**src/sv/euclidean_distance_isqrt_unit_assert.svh**
```systemverilog
// assertion helpers shared by the distance unit modules
`ifndef EUCLIDEAN_DISTANCE_ISQRT_UNIT_ASSERT_SVH
`define EUCLIDEAN_DISTANCE_ISQRT_UNIT_ASSERT_SVH

// same-cycle implication, disabled while reset is held
`define EDIST_ASSERT_NOW(lbl, clk, rst_n, ante, cons, msg) \
    lbl: assert property (@(posedge clk) disable iff (!(rst_n)) (ante) |-> (cons)) \
        else $error(msg);

// next-cycle implication, disabled while reset is held
`define EDIST_ASSERT_NEXT(lbl, clk, rst_n, ante, cons, msg) \
    lbl: assert property (@(posedge clk) disable iff (!(rst_n)) (ante) |=> (cons)) \
        else $error(msg);

`endif

```
**src/sv/edist_pkg.sv**
```systemverilog
package edist_pkg;

    // fixed field widths of the stream items
    localparam int FIELD_W       = 15;
    localparam int NUM_COORDS    = 6;
    localparam int RES_W         = 16;
    localparam int S_TDATA_RAW_W = NUM_COORDS * FIELD_W;
    localparam int S_TDATA_W     = ((S_TDATA_RAW_W + 7) / 8) * 8;
    localparam int M_TDATA_W     = ((RES_W + 7) / 8) * 8;
    localparam int S_TUSER_W     = 1;

    // defaults handed to the top level
    localparam int COORD_BITS_DEF = 15;
    localparam int QUEUE_DEPTH    = 4;

    // mode selector codes
    localparam logic FUNC_2D = 1'b0;
    localparam logic FUNC_3D = 1'b1;

endpackage

```
**src/sv/edist_fifo.sv**
```systemverilog
`include "euclidean_distance_isqrt_unit_assert.svh"

module edist_fifo import edist_pkg::*; #(
    parameter int DATA_W = 32,
    parameter int DEPTH  = QUEUE_DEPTH
) (
    input  logic              aclk,
    input  logic              aresetn,
    input  logic              push,
    input  logic [DATA_W-1:0] push_data,
    output logic              full,
    output logic              not_empty,
    input  logic              pop,
    output logic [DATA_W-1:0] pop_data
);

    localparam int PTR_W = (DEPTH > 1) ? $clog2(DEPTH) : 1;
    localparam int CNT_W = $clog2(DEPTH + 1);

    logic [DATA_W-1:0] mem_reg [DEPTH];
    logic [PTR_W-1:0]  wr_ptr_reg;
    logic [PTR_W-1:0]  rd_ptr_reg;
    logic [CNT_W-1:0]  count_reg;
    logic [PTR_W-1:0]  wr_ptr_next;
    logic [PTR_W-1:0]  rd_ptr_next;
    logic [CNT_W-1:0]  count_next;

    assign full      = (count_reg == CNT_W'(DEPTH));
    assign not_empty = (count_reg != '0);
    assign pop_data  = mem_reg[rd_ptr_reg];

    always_comb begin
        wr_ptr_next = wr_ptr_reg;
        rd_ptr_next = rd_ptr_reg;
        count_next  = count_reg;
        if (push) begin
            wr_ptr_next = (wr_ptr_reg == PTR_W'(DEPTH - 1)) ? '0 : wr_ptr_reg + 1'b1;
        end
        if (pop) begin
            rd_ptr_next = (rd_ptr_reg == PTR_W'(DEPTH - 1)) ? '0 : rd_ptr_reg + 1'b1;
        end
        if (push && !pop) begin
            count_next = count_reg + 1'b1;
        end else if (pop && !push) begin
            count_next = count_reg - 1'b1;
        end
    end

    always_ff @(posedge aclk) begin
        if (!aresetn) begin
            wr_ptr_reg <= '0;
            rd_ptr_reg <= '0;
            count_reg  <= '0;
        end else begin
            wr_ptr_reg <= wr_ptr_next;
            rd_ptr_reg <= rd_ptr_next;
            count_reg  <= count_next;
        end
    end

    always_ff @(posedge aclk) begin
        if (push) begin
            mem_reg[wr_ptr_reg] <= push_data;
        end
    end

    `EDIST_ASSERT_NOW(a_no_push_full, aclk, aresetn, push, !full, "push into full queue")
    `EDIST_ASSERT_NOW(a_no_pop_empty, aclk, aresetn, pop, not_empty, "pop from empty queue")
    `EDIST_ASSERT_NEXT(a_count_up, aclk, aresetn, push && !pop,
        count_reg == $past(count_reg) + 1'b1, "queue count lost a push")

endmodule

```
**src/sv/edist_front.sv**
```systemverilog
module edist_front import edist_pkg::*; #(
    parameter int COORD_BITS = COORD_BITS_DEF
) (
    input  logic                    aclk,
    input  logic                    aresetn,
    input  logic                    s_tvalid,
    output logic                    s_tready,
    input  logic [S_TDATA_W-1:0]    s_tdata,
    input  logic [S_TUSER_W-1:0]    s_tuser,
    output logic                    push,
    output logic [2*COORD_BITS+1:0] push_data,
    input  logic                    queue_full
);

    localparam int CW    = COORD_BITS;
    localparam int SQ_W  = 2 * CW;
    localparam int SUM_W = 2 * CW + 2;

    logic [CW-1:0] ax, ay, az, bx, by_coord, bz;
    logic [CW-1:0] dx, dy, dz;

    // stage 1: per-axis absolute differences
    logic          v1_reg;
    logic [CW-1:0] dx_reg, dy_reg, dz_reg;
    // stage 2: squares
    logic            v2_reg;
    logic [SQ_W-1:0] sx_reg, sy_reg, sz_reg;
    // stage 3: sum of squares
    logic             v3_reg;
    logic [SUM_W-1:0] sum_reg;

    logic rdy1, rdy2, rdy3;

    assign ax       = s_tdata[0*FIELD_W +: CW];
    assign ay       = s_tdata[1*FIELD_W +: CW];
    assign az       = s_tdata[2*FIELD_W +: CW];
    assign bx       = s_tdata[3*FIELD_W +: CW];
    assign by_coord = s_tdata[4*FIELD_W +: CW];
    assign bz       = s_tdata[5*FIELD_W +: CW];

    assign dx = (ax >= bx) ? ax - bx : bx - ax;
    assign dy = (ay >= by_coord) ? ay - by_coord : by_coord - ay;
    // 2d mode drops the z axis by zeroing its difference
    assign dz = (s_tuser[0] == FUNC_3D) ? ((az >= bz) ? az - bz : bz - az) : '0;

    assign rdy3     = !v3_reg || !queue_full;
    assign rdy2     = !v2_reg || rdy3;
    assign rdy1     = !v1_reg || rdy2;
    assign s_tready = rdy1;

    assign push      = v3_reg && !queue_full;
    assign push_data = sum_reg;

    always_ff @(posedge aclk) begin
        if (!aresetn) begin
            v1_reg <= 1'b0;
            v2_reg <= 1'b0;
            v3_reg <= 1'b0;
        end else begin
            if (rdy1) begin
                v1_reg <= s_tvalid;
            end
            if (rdy2) begin
                v2_reg <= v1_reg;
            end
            if (rdy3) begin
                v3_reg <= v2_reg;
            end
        end
    end

    always_ff @(posedge aclk) begin
        if (rdy1 && s_tvalid) begin
            dx_reg <= dx;
            dy_reg <= dy;
            dz_reg <= dz;
        end
        if (rdy2 && v1_reg) begin
            sx_reg <= dx_reg * dx_reg;
            sy_reg <= dy_reg * dy_reg;
            sz_reg <= dz_reg * dz_reg;
        end
        if (rdy3 && v2_reg) begin
            sum_reg <= SUM_W'(sx_reg) + SUM_W'(sy_reg) + SUM_W'(sz_reg);
        end
    end

endmodule

```
**src/sv/edist_back.sv**
```systemverilog
`include "euclidean_distance_isqrt_unit_assert.svh"

module edist_back import edist_pkg::*; #(
    parameter int COORD_BITS = COORD_BITS_DEF
) (
    input  logic                    aclk,
    input  logic                    aresetn,
    input  logic                    q_not_empty,
    input  logic [2*COORD_BITS+1:0] q_data,
    output logic                    q_pop,
    output logic                    m_tvalid,
    input  logic                    m_tready,
    output logic [M_TDATA_W-1:0]    m_tdata
);

    localparam int RW    = COORD_BITS + 1;
    localparam int VAL_W = 2 * RW;
    localparam int REM_W = RW + 3;

    logic             vld_reg  [RW];
    logic [VAL_W-1:0] val_reg  [RW];
    logic [REM_W-1:0] rem_reg  [RW];
    logic [RW-1:0]    root_reg [RW];
    logic             rdy      [RW+1];

    assign rdy[RW] = m_tready;

    genvar i;
    generate
        for (i = 0; i < RW; i++) begin : g_stage
            logic             v_in;
            logic [VAL_W-1:0] val_in;
            logic [REM_W-1:0] rem_in;
            logic [RW-1:0]    root_in;
            logic [REM_W-1:0] rem_sh;
            logic [REM_W-1:0] trial;
            logic             ge;

            if (i == 0) begin : g_first
                assign v_in    = q_not_empty;
                assign val_in  = q_data;
                assign rem_in  = '0;
                assign root_in = '0;
            end else begin : g_rest
                assign v_in    = vld_reg[i-1];
                assign val_in  = val_reg[i-1];
                assign rem_in  = rem_reg[i-1];
                assign root_in = root_reg[i-1];
            end

            assign rdy[i] = !vld_reg[i] || rdy[i+1];

            // one bit pair of the radicand per stage
            assign rem_sh = {rem_in[REM_W-3:0], val_in[VAL_W-1 -: 2]};
            assign trial  = REM_W'({root_in, 2'b01});
            assign ge     = (rem_sh >= trial);

            always_ff @(posedge aclk) begin
                if (!aresetn) begin
                    vld_reg[i] <= 1'b0;
                end else if (rdy[i]) begin
                    vld_reg[i] <= v_in;
                end
            end

            always_ff @(posedge aclk) begin
                if (rdy[i] && v_in) begin
                    val_reg[i]  <= val_in << 2;
                    rem_reg[i]  <= ge ? rem_sh - trial : rem_sh;
                    root_reg[i] <= {root_in[RW-2:0], ge};
                end
            end
        end
    endgenerate

    assign q_pop    = q_not_empty && rdy[0];
    assign m_tvalid = vld_reg[RW-1];
    assign m_tdata  = M_TDATA_W'(root_reg[RW-1]);

    `EDIST_ASSERT_NEXT(a_pop_fills, aclk, aresetn, q_pop, vld_reg[0],
        "popped item did not enter the root pipe")
    `EDIST_ASSERT_NEXT(a_out_hold, aclk, aresetn, m_tvalid && !m_tready,
        m_tvalid && $stable(root_reg[RW-1]), "stalled result changed")

endmodule

```
**src/sv/euclidean_distance_isqrt_unit.sv**
```systemverilog
// euclidean distance unit: each input beat carries two points with unsigned
// coordinates and a 2d/3d selector; the result beat holds floor(sqrt(dx^2 +
// dy^2 [+ dz^2])), exact. only the low COORD_BITS bits of each coordinate are
// used, and az/bz play no part in 2d mode. throughput is one beat per clock
// in both directions while m_tready is held high; from input accept to result
// valid an item passes three front stages (differences, squares, sum), the
// queue register, and one square root stage per result bit, each stage
// settling one bit pair of the sum. the front and the root pipe are parted
// by a 4-entry queue, so s_tready does not follow m_tready in the same cycle.
// there is no state between items and no configuration; reset only clears
// the valid bits, the queue pointers and the queue count.
module euclidean_distance_isqrt_unit import edist_pkg::*; #(
    parameter int COORD_BITS = COORD_BITS_DEF
) (
    input  logic                 aclk,
    input  logic                 aresetn,
    // input beats
    input  logic                 s_tvalid,
    output logic                 s_tready,
    input  logic [S_TDATA_W-1:0] s_tdata,   // ax, ay, az, bx, by_coord, bz (15 bits each), zero pad
    input  logic [S_TUSER_W-1:0] s_tuser,   // func: 0 = 2d, 1 = 3d
    // result beats
    output logic                 m_tvalid,
    input  logic                 m_tready,
    output logic [M_TDATA_W-1:0] m_tdata    // dist_res (16 bits)
);

    localparam int SUM_W = 2 * COORD_BITS + 2;

    // sum of squares handed from the front to the queue
    logic             push;
    logic [SUM_W-1:0] push_data;
    logic             queue_full;

    // queue to root pipe
    logic             q_not_empty;
    logic             q_pop;
    logic [SUM_W-1:0] q_data;

    // front: differences, squares and their sum
    edist_front #(
        .COORD_BITS (COORD_BITS)
    ) u_front (
        .aclk       (aclk),
        .aresetn    (aresetn),
        .s_tvalid   (s_tvalid),
        .s_tready   (s_tready),
        .s_tdata    (s_tdata),
        .s_tuser    (s_tuser),
        .push       (push),
        .push_data  (push_data),
        .queue_full (queue_full)
    );

    // short queue so each side stalls on its own
    edist_fifo #(
        .DATA_W (SUM_W),
        .DEPTH  (QUEUE_DEPTH)
    ) u_queue (
        .aclk      (aclk),
        .aresetn   (aresetn),
        .push      (push),
        .push_data (push_data),
        .full      (queue_full),
        .not_empty (q_not_empty),
        .pop       (q_pop),
        .pop_data  (q_data)
    );

    // back: pipelined bit-pair square root, last stage is the output register
    edist_back #(
        .COORD_BITS (COORD_BITS)
    ) u_back (
        .aclk        (aclk),
        .aresetn     (aresetn),
        .q_not_empty (q_not_empty),
        .q_data      (q_data),
        .q_pop       (q_pop),
        .m_tvalid    (m_tvalid),
        .m_tready    (m_tready),
        .m_tdata     (m_tdata)
    );

endmodule
```
**config.mk**
```make
export PLATFORM = sky130hd
export DESIGN_NAME = euclidean_distance_isqrt_unit
export DESIGN_NICKNAME = d
export VERILOG_FILES = /design/src/sv/edist_pkg.sv /design/src/sv/edist_fifo.sv /design/src/sv/edist_front.sv /design/src/sv/edist_back.sv /design/src/sv/euclidean_distance_isqrt_unit.sv
export VERILOG_INCLUDE_DIRS = /design/src /design/src/sv
export SDC_FILE = /design/constraint.sdc
export NUM_CORES = 2
export LEC_CHECK = 0
export ABC_AREA = 1
export BUFFER_PORTS_ARGS = -buffer_cell sky130_fd_sc_hd__buf_4
export CAP_MARGIN = 20
export CELL_PAD_IN_SITES_DETAIL_PLACEMENT = 1
export CELL_PAD_IN_SITES_GLOBAL_PLACEMENT = 2
export CORE_MARGIN = 2
export CORE_UTILIZATION = 38
export DETAILED_ROUTE_END_ITERATION = 16
export GPL_TIMING_DRIVEN = 0
export PLACE_DENSITY_LB_ADDON = 0.1
export SLEW_MARGIN = 0
export SYNTH_ARGS = -nofsm -noshare
export SYNTH_HDL_FRONTEND = slang
export SYNTH_SLANG_ARGS = --single-unit
```
**constraint.sdc**
```tcl
create_clock -name aclk -period 5.7 [get_ports aclk]
set_clock_uncertainty 0.05 [all_clocks]
set_input_delay 0.855 -clock aclk [delete_from_list [all_inputs] [get_ports aclk]]
set_output_delay 0.855 -clock aclk [all_outputs]
set_load 0.01 [all_outputs]
```
# After elaboration in Yosys (flattened, before gate mapping)
# Memories as Yosys holds them, arrays and structs flattened. A register that Yosys moved wholly into a read port is not among the register bits.
# Cells that the tools add are included.
dict set report totals {
  in_bits 101
  register_bits 177
  mem_bits_rw 1184
  mem_count 5
  out_inout_bits 18
  word_cells 276
}
dict set report classes {
  bitwise_logic 16
  n_lt_le_gt_ge 19
  eq_ne 3
  reduce_logical 65
  multipliers 3
  n_mux 124
  add_sub_neg 28
}
# memory depth width rd rd_clocked_by_memory_dff write_ports line_no
set memory_table {}
lappend memory_table {u_back.val_reg 16 30 15 0 16 edist_back.sv:21} ;# logic [VAL_W-1:0] val_reg [RW];
lappend memory_table {u_back.rem_reg 16 19 15 0 16 edist_back.sv:22} ;# logic [REM_W-1:0] rem_reg [RW];
lappend memory_table {u_back.root_reg 16 16 16 0 16 edist_back.sv:23} ;# logic [RW-1:0] root_reg [RW];
lappend memory_table {u_queue.mem_reg 4 32 1 1 1 edist_fifo.sv:20} ;# logic [DATA_W-1:0] mem_reg [DEPTH];
lappend memory_table {u_back.vld_reg 16 1 16 0 16 edist_back.sv:20} ;# logic vld_reg [RW];
# operator count
set op_table {}
lappend op_table {{$mux W19} 16}
lappend op_table {{$ge A19 B18 Y1} 15}
lappend op_table {{$sub A19 B18 Y19} 15}
lappend op_table {{$mux W1} 99}
lappend op_table {{$mul A15 B15 Y30} 3}
lappend op_table {{$sub A15 B15 Y15} 6}
lappend op_table {{$ge A15 B15 Y1} 3}
lappend op_table {{$mux W15} 3}
lappend op_table {{$add A32 B30 Y32} 1}
lappend op_table {{$add A30 B30 Y31} 1}
lappend op_table {{$logic_and A1 B1 Y1} 22}
lappend op_table {{$logic_not A1 Y1} 22}
lappend op_table {{$logic_or A1 B1 Y1} 19}
lappend op_table {{$or A1 B1 Y1} 16}
lappend op_table {{$mux W2} 4}
lappend op_table {{$mux W3} 2}
lappend op_table {{$add A2 B1 Y2 const B} 2}
lappend op_table {{$eq A2 B2 Y1 const B} 2}
lappend op_table {{$add A3 B1 Y3 const B} 1}
lappend op_table {{$eq A3 B3 Y1 const B} 1}
lappend op_table {{$reduce_bool A3 Y1} 1}
lappend op_table {{$sub A2 B1 Y3 const B} 1}
lappend op_table {{$sub A3 B1 Y3 const B} 1}
lappend op_table {{$ge A2 B1 Y1 const B} 1}
lappend op_table {{$reduce_bool A2 Y1} 1}

# Depth between registers and ports, before layout
# An unclocked memory read counts as a cell.
dict set report logic_depth {
  word_depth 22
  depth_mapped 25
  mapped_depth_nobuf 24
}

# Modules after synthesis
# Synthesis repeated with hierarchy kept, for this count alone.
dict set report hier_totals {
  hier_cells 7074
  area_unflattened_um2 67564.8
}
# module cells_per_inst seq_area_each_um2 n_inst area_each_um2
set by_module_without_submodules {}
lappend by_module_without_submodules {edist_front 4152 4984.8 1 32592.5}
lappend by_module_without_submodules {edist_back 2553 18878.1 1 29734.8}
lappend by_module_without_submodules {edist_fifo 369 4023.9 1 5237.5}

# Least setup slack after synthesis
# Ideal clock, no wire load.
dict set report synth_path {
  kind {reg2reg}
  startpoint {reg u_front.dy_reg[12]}
  endpoint {reg u_front.sy_reg[21] (data pin)}
  slack_ns -0.016
  n_path_buf 2
  required_ns 5.391
  setup_ns 0.259
  synth_period_minus_slack_ns 5.716
  arrival_ns 5.407
  path_stages_with_launch 22
  path_cell_list {edfxtp_1 -> clkbuf_1 -> clkbuf_1 -> nand2_1 -> fa_1 -> fa_1 -> inv_1 -> fa_1 -> fa_1 -> fa_1 -> inv_1 -> fa_1 -> inv_1 -> ha_1 -> a21oi_1 -> o21a_1 -> o21ai_0 -> a31oi_1 -> o21bai_1 -> nand2_1 -> nand2_1 -> xor2_1}
}
dict set report synth_via {
  elab_chain_cells 1
}
# item line_no
set synth_rtl {}
lappend synth_rtl {{start: declaration} edist_front.sv:24} ;# logic [CW-1:0] dx_reg, dy_reg, dz_reg;
lappend synth_rtl {{start signal: assignment} edist_front.sv:75} ;# dy_reg <= dy;
lappend synth_rtl {{$mul A15 B15 Y30} edist_front.sv:80} ;# sy_reg <= dy_reg * dy_reg;
lappend synth_rtl {{end signal: assignment} edist_front.sv:80}
lappend synth_rtl {{end: declaration} edist_front.sv:27} ;# logic [SQ_W-1:0] sx_reg, sy_reg, sz_reg;
# No other way between the ends.
# A chain may end at the register's enable or synchronous reset.

# Worst setup path in the final report
dict set report layout_path {
  startpoint {reg u_front.dy_reg[2]}
  endpoint {reg u_front.sy_reg[25] (data pin)}
}
# Same word-level chain as after synthesis.

==> metrics.yaml <==
global_routing:
  grtUsageTotal_pct: 19.07
  antenna_found_initial: 1
  grt_pass1_vias: 50060
  grt_first_pass_wirelength_mm: 267.8
  grt_start_max_net_pins: 80
  overflow: 0
timing:
  fmax_ghz: 0.1731
  setup_viol_count_final: 11
  rsz0062_at_grt: "true"
  slew_headroom_pct: 32.65
  setup_slack_ns: -0.07807
  worst_pin_slew_ns: 1.008
  finalMaxSlewViolations: 0
  fin_setup_tns_ns: -0.5032
  hold_violations: 0
  final.min_clock_period_ns: 5.778
  fin_crit_sh_pct: 101.4
clock_network:
  cts-root-buf: "clkbuf_16"
  cts_tree: "built"
  cts.path.max_buffers: 3
  htreeDepth: 3
  ctsHoldBuffers: 0
  cts_buffers: 105
  clkLatencyLatePin_ns: 0.73
  cts.clk_slew.worst_paths_ns: 0.06
  cts_num_sinks: 933
detailed_routing:
  drt_first_iter_violations: 2018
  vias: 45800
  post_drt_wl_per_cell_um: 17.37
  vias_per_cell: 4.816
  drtAntennaViolNets: 0
  first_pass_iters: 5
  route.detailed.drc: 0
  wirelength_mm: 165.2
die:
  fp.dieW_um: 419.7
  fp-row-count: 152
  core_sq_um: 171500
  die_y_um: 419.7
  io_pins: 119
  initial_utilization_pct: 38.27
  dieArea_sq_um: 176100
worst_hold_path:
  hold_class: "reg2reg"
finish:
  fin_nets: 8203
  register_area_sq_um: 27890
  multiInputGateArea_sq_um: 33870
  n_fill_cell: 19210
  drive_gt1_share_pct: 13.04
  area_growth_pct: 17.38
  largest_register_ffs: 240
  finalNonFillerCells: 9510
synth:
  synthArstFlopShare_pct: 0
  synth_cell_types: 64
  avgSynthCellArea_sq_um: 9.831
  synth-edff-count: 920
  synth_top_area_share_pct: 42.08
  synthFlopType: "edfxtp_1"
  ys_top_cells_by_area: "edfxtp_1 (42%), fa_1 (13%), ha_1 (11%)"
  yosysWarnings: 0
  synth_seq_cells: 933
  syn_nets: 7773
  synth_cells: 6679
  syn_area_sq_um: 65660
  seq_area_frac_synth_pct: 42.47
  yosys.area.top_type: "edfxtp_1"
placement:
  gp_congestion: 0.8198
  place_ws_ns: -1.240
  dp_hpwl_mm: 130.7
  placed_cells: 9119
  io_buffers: 110
setup_path:
  cp_max_fo: 5
  endpoint_kind: "flop"
  criticalPathCategory: "reg2reg"
  cp-start-kind: "flop"
  crit_arrival_ns: 6.17
  crit_required_ns: 6.09
job:
  cap_violations: 0
run_status:
  outcome: "complete, but fails checks"
  violations: "setup timing"
[cell type report]
type,instances,area share [%]
diodes,1,0.003247
plain buffers,114,1.119
clock buffers,131,3.601
clock inverters,66,0.9919
inverters,1354,6.604
multi-input cells,4274,43.95
flip-flops and latches,933,36.18
well taps,2310,3.750
repair buffers,327,3.796
[worst max-delay path: stages, from the launching register on]
cell      delay [ns]
edfxtp_1        0.39
buf_6           0.15
buf_6           0.12
buf_8           0.13
nand2_4         0.06
inv_2           0.04
fa_1            0.51
inv_2           0.04
fa_1            0.47
inv_1           0.05
fa_1            0.50
fa_2            0.44
fa_1            0.54
inv_2           0.04
fa_1            0.55
inv_2           0.05
ha_4            0.26
a21oi_4         0.19
inv_2           0.06
a21oi_2         0.11
o21ai_1         0.08
nand2_1         0.06
o211ai_1        0.07
buf_4           0.16
buf_4           0.12
buf_6           0.10
xor2_2          0.13
[cells in the mapped netlist (all sizes together) (14+ instances only)]
library cell     n
xor2           233
a21boi          14
nor4            23
edfxtp         920
nor3            65
a21o            24
o211ai          31
nand3          157
or2             25
a21oi          383
nand4           55
buf             25
nand2         1166
o22ai           30
clkbuf          93
o2111ai         14
nor2           422
o21bai          21
fa             419
o21ai          391
xnor2          122
a31oi           27
inv           1354
ha             574
[metrics by stage]
step	utilization (%)	hold WS, ns	area [sq um]
global route	44.93	0.3507	77070
CTS	44.16	0.3389	75760
detailed placement	40.75	0.3552	69900
floorplan	-	0.3503	65660
finish	44.93	0.3470	77070
global placement	40.44	0.3507	69380
[final timing paths]
path,slack [ns],to,from,cells after the start
worst max-delay path,-0.08,u_front.sy_reg[25],u_front.dy_reg[2],26
worst min-delay path,0.35,u_back.val_reg[0][209],u_back.val_reg[0][177],0
worst max register to register,-0.08,u_front.sy_reg[25],u_front.dy_reg[2],26
worst min register to register,0.35,u_back.val_reg[0][209],u_back.val_reg[0][177],0
[placed cells by master, fill, tap and decap left out, drive strengths merged, types with 4 or more instances in the layout]
master and count:
a211oi 6, a21boi 14, a21o 24, a21oi 383, a31o 6, a31oi 27
buf 373, bufinv 10, clkbuf 199, clkinv 44, clkinvlp 6, dfxtp 13
edfxtp 920, fa 419, ha 574, inv 1360, nand2 1166, nand3 157
nand3b 8, nand4 55, nor2 422, nor3 65, nor3b 5, nor4 23
o2111ai 14, o211ai 31, o21a 13, o21ai 391, o21bai 21, o221ai 9
o22ai 30, o31ai 4, or2 25, xnor2 122, xor2 233
[layer usage]
| metal | global-route usage (%) | wire length, um | up-vias | share of wire [%] |
|---|---|---|---|---|
| li1 | - | - | 22670 | - |
| met1 | 23.99 | 72800 | 22620 | 44 |
| met2 | 34.94 | 85300 | 357 | 52 |
| met3 | 2.044 | 3533 | 161 | 2.1 |
| met4 | 4.323 | 3563 | 0 | 2.2 |
| met5 | 0 | 0 | - | 0 |
[repair_timing]
action / 4_1_cts / 5_1_grt
setup endpoints to repair: 58 / 49
setup buffers: 144 / 56
cloned: 0 / 0
resized for setup: 348 / 259
pin swaps: 110 / 115
endpoints found under the hold margin: 0 / 0
[logic make-up (layout without fill, tap and decap cells)]
| kind of cell | count (synthesis) | after routing | share of synthesized area [%] |
|---|---|---|---|
| compound gates | 990 | 990 | 8.375 |
| xor+xnor | 355 | 355 | 4.735 |
| fa+ha+maj | 993 | 993 | 23.71 |
| buf+inv | 1472 | 1992 | 8.486 |
| flops | 933 | 933 | 42.47 |
| mux | 2 | 2 | 0.03049 |
| other cells | 1 | 2 | 0.005711 |
| simple gates | 1933 | 1933 | 12.18 |
Power is left out: the tool's default activity adds up to more than one toggle a clock period on the data nets, which glitch-free logic cannot reach.
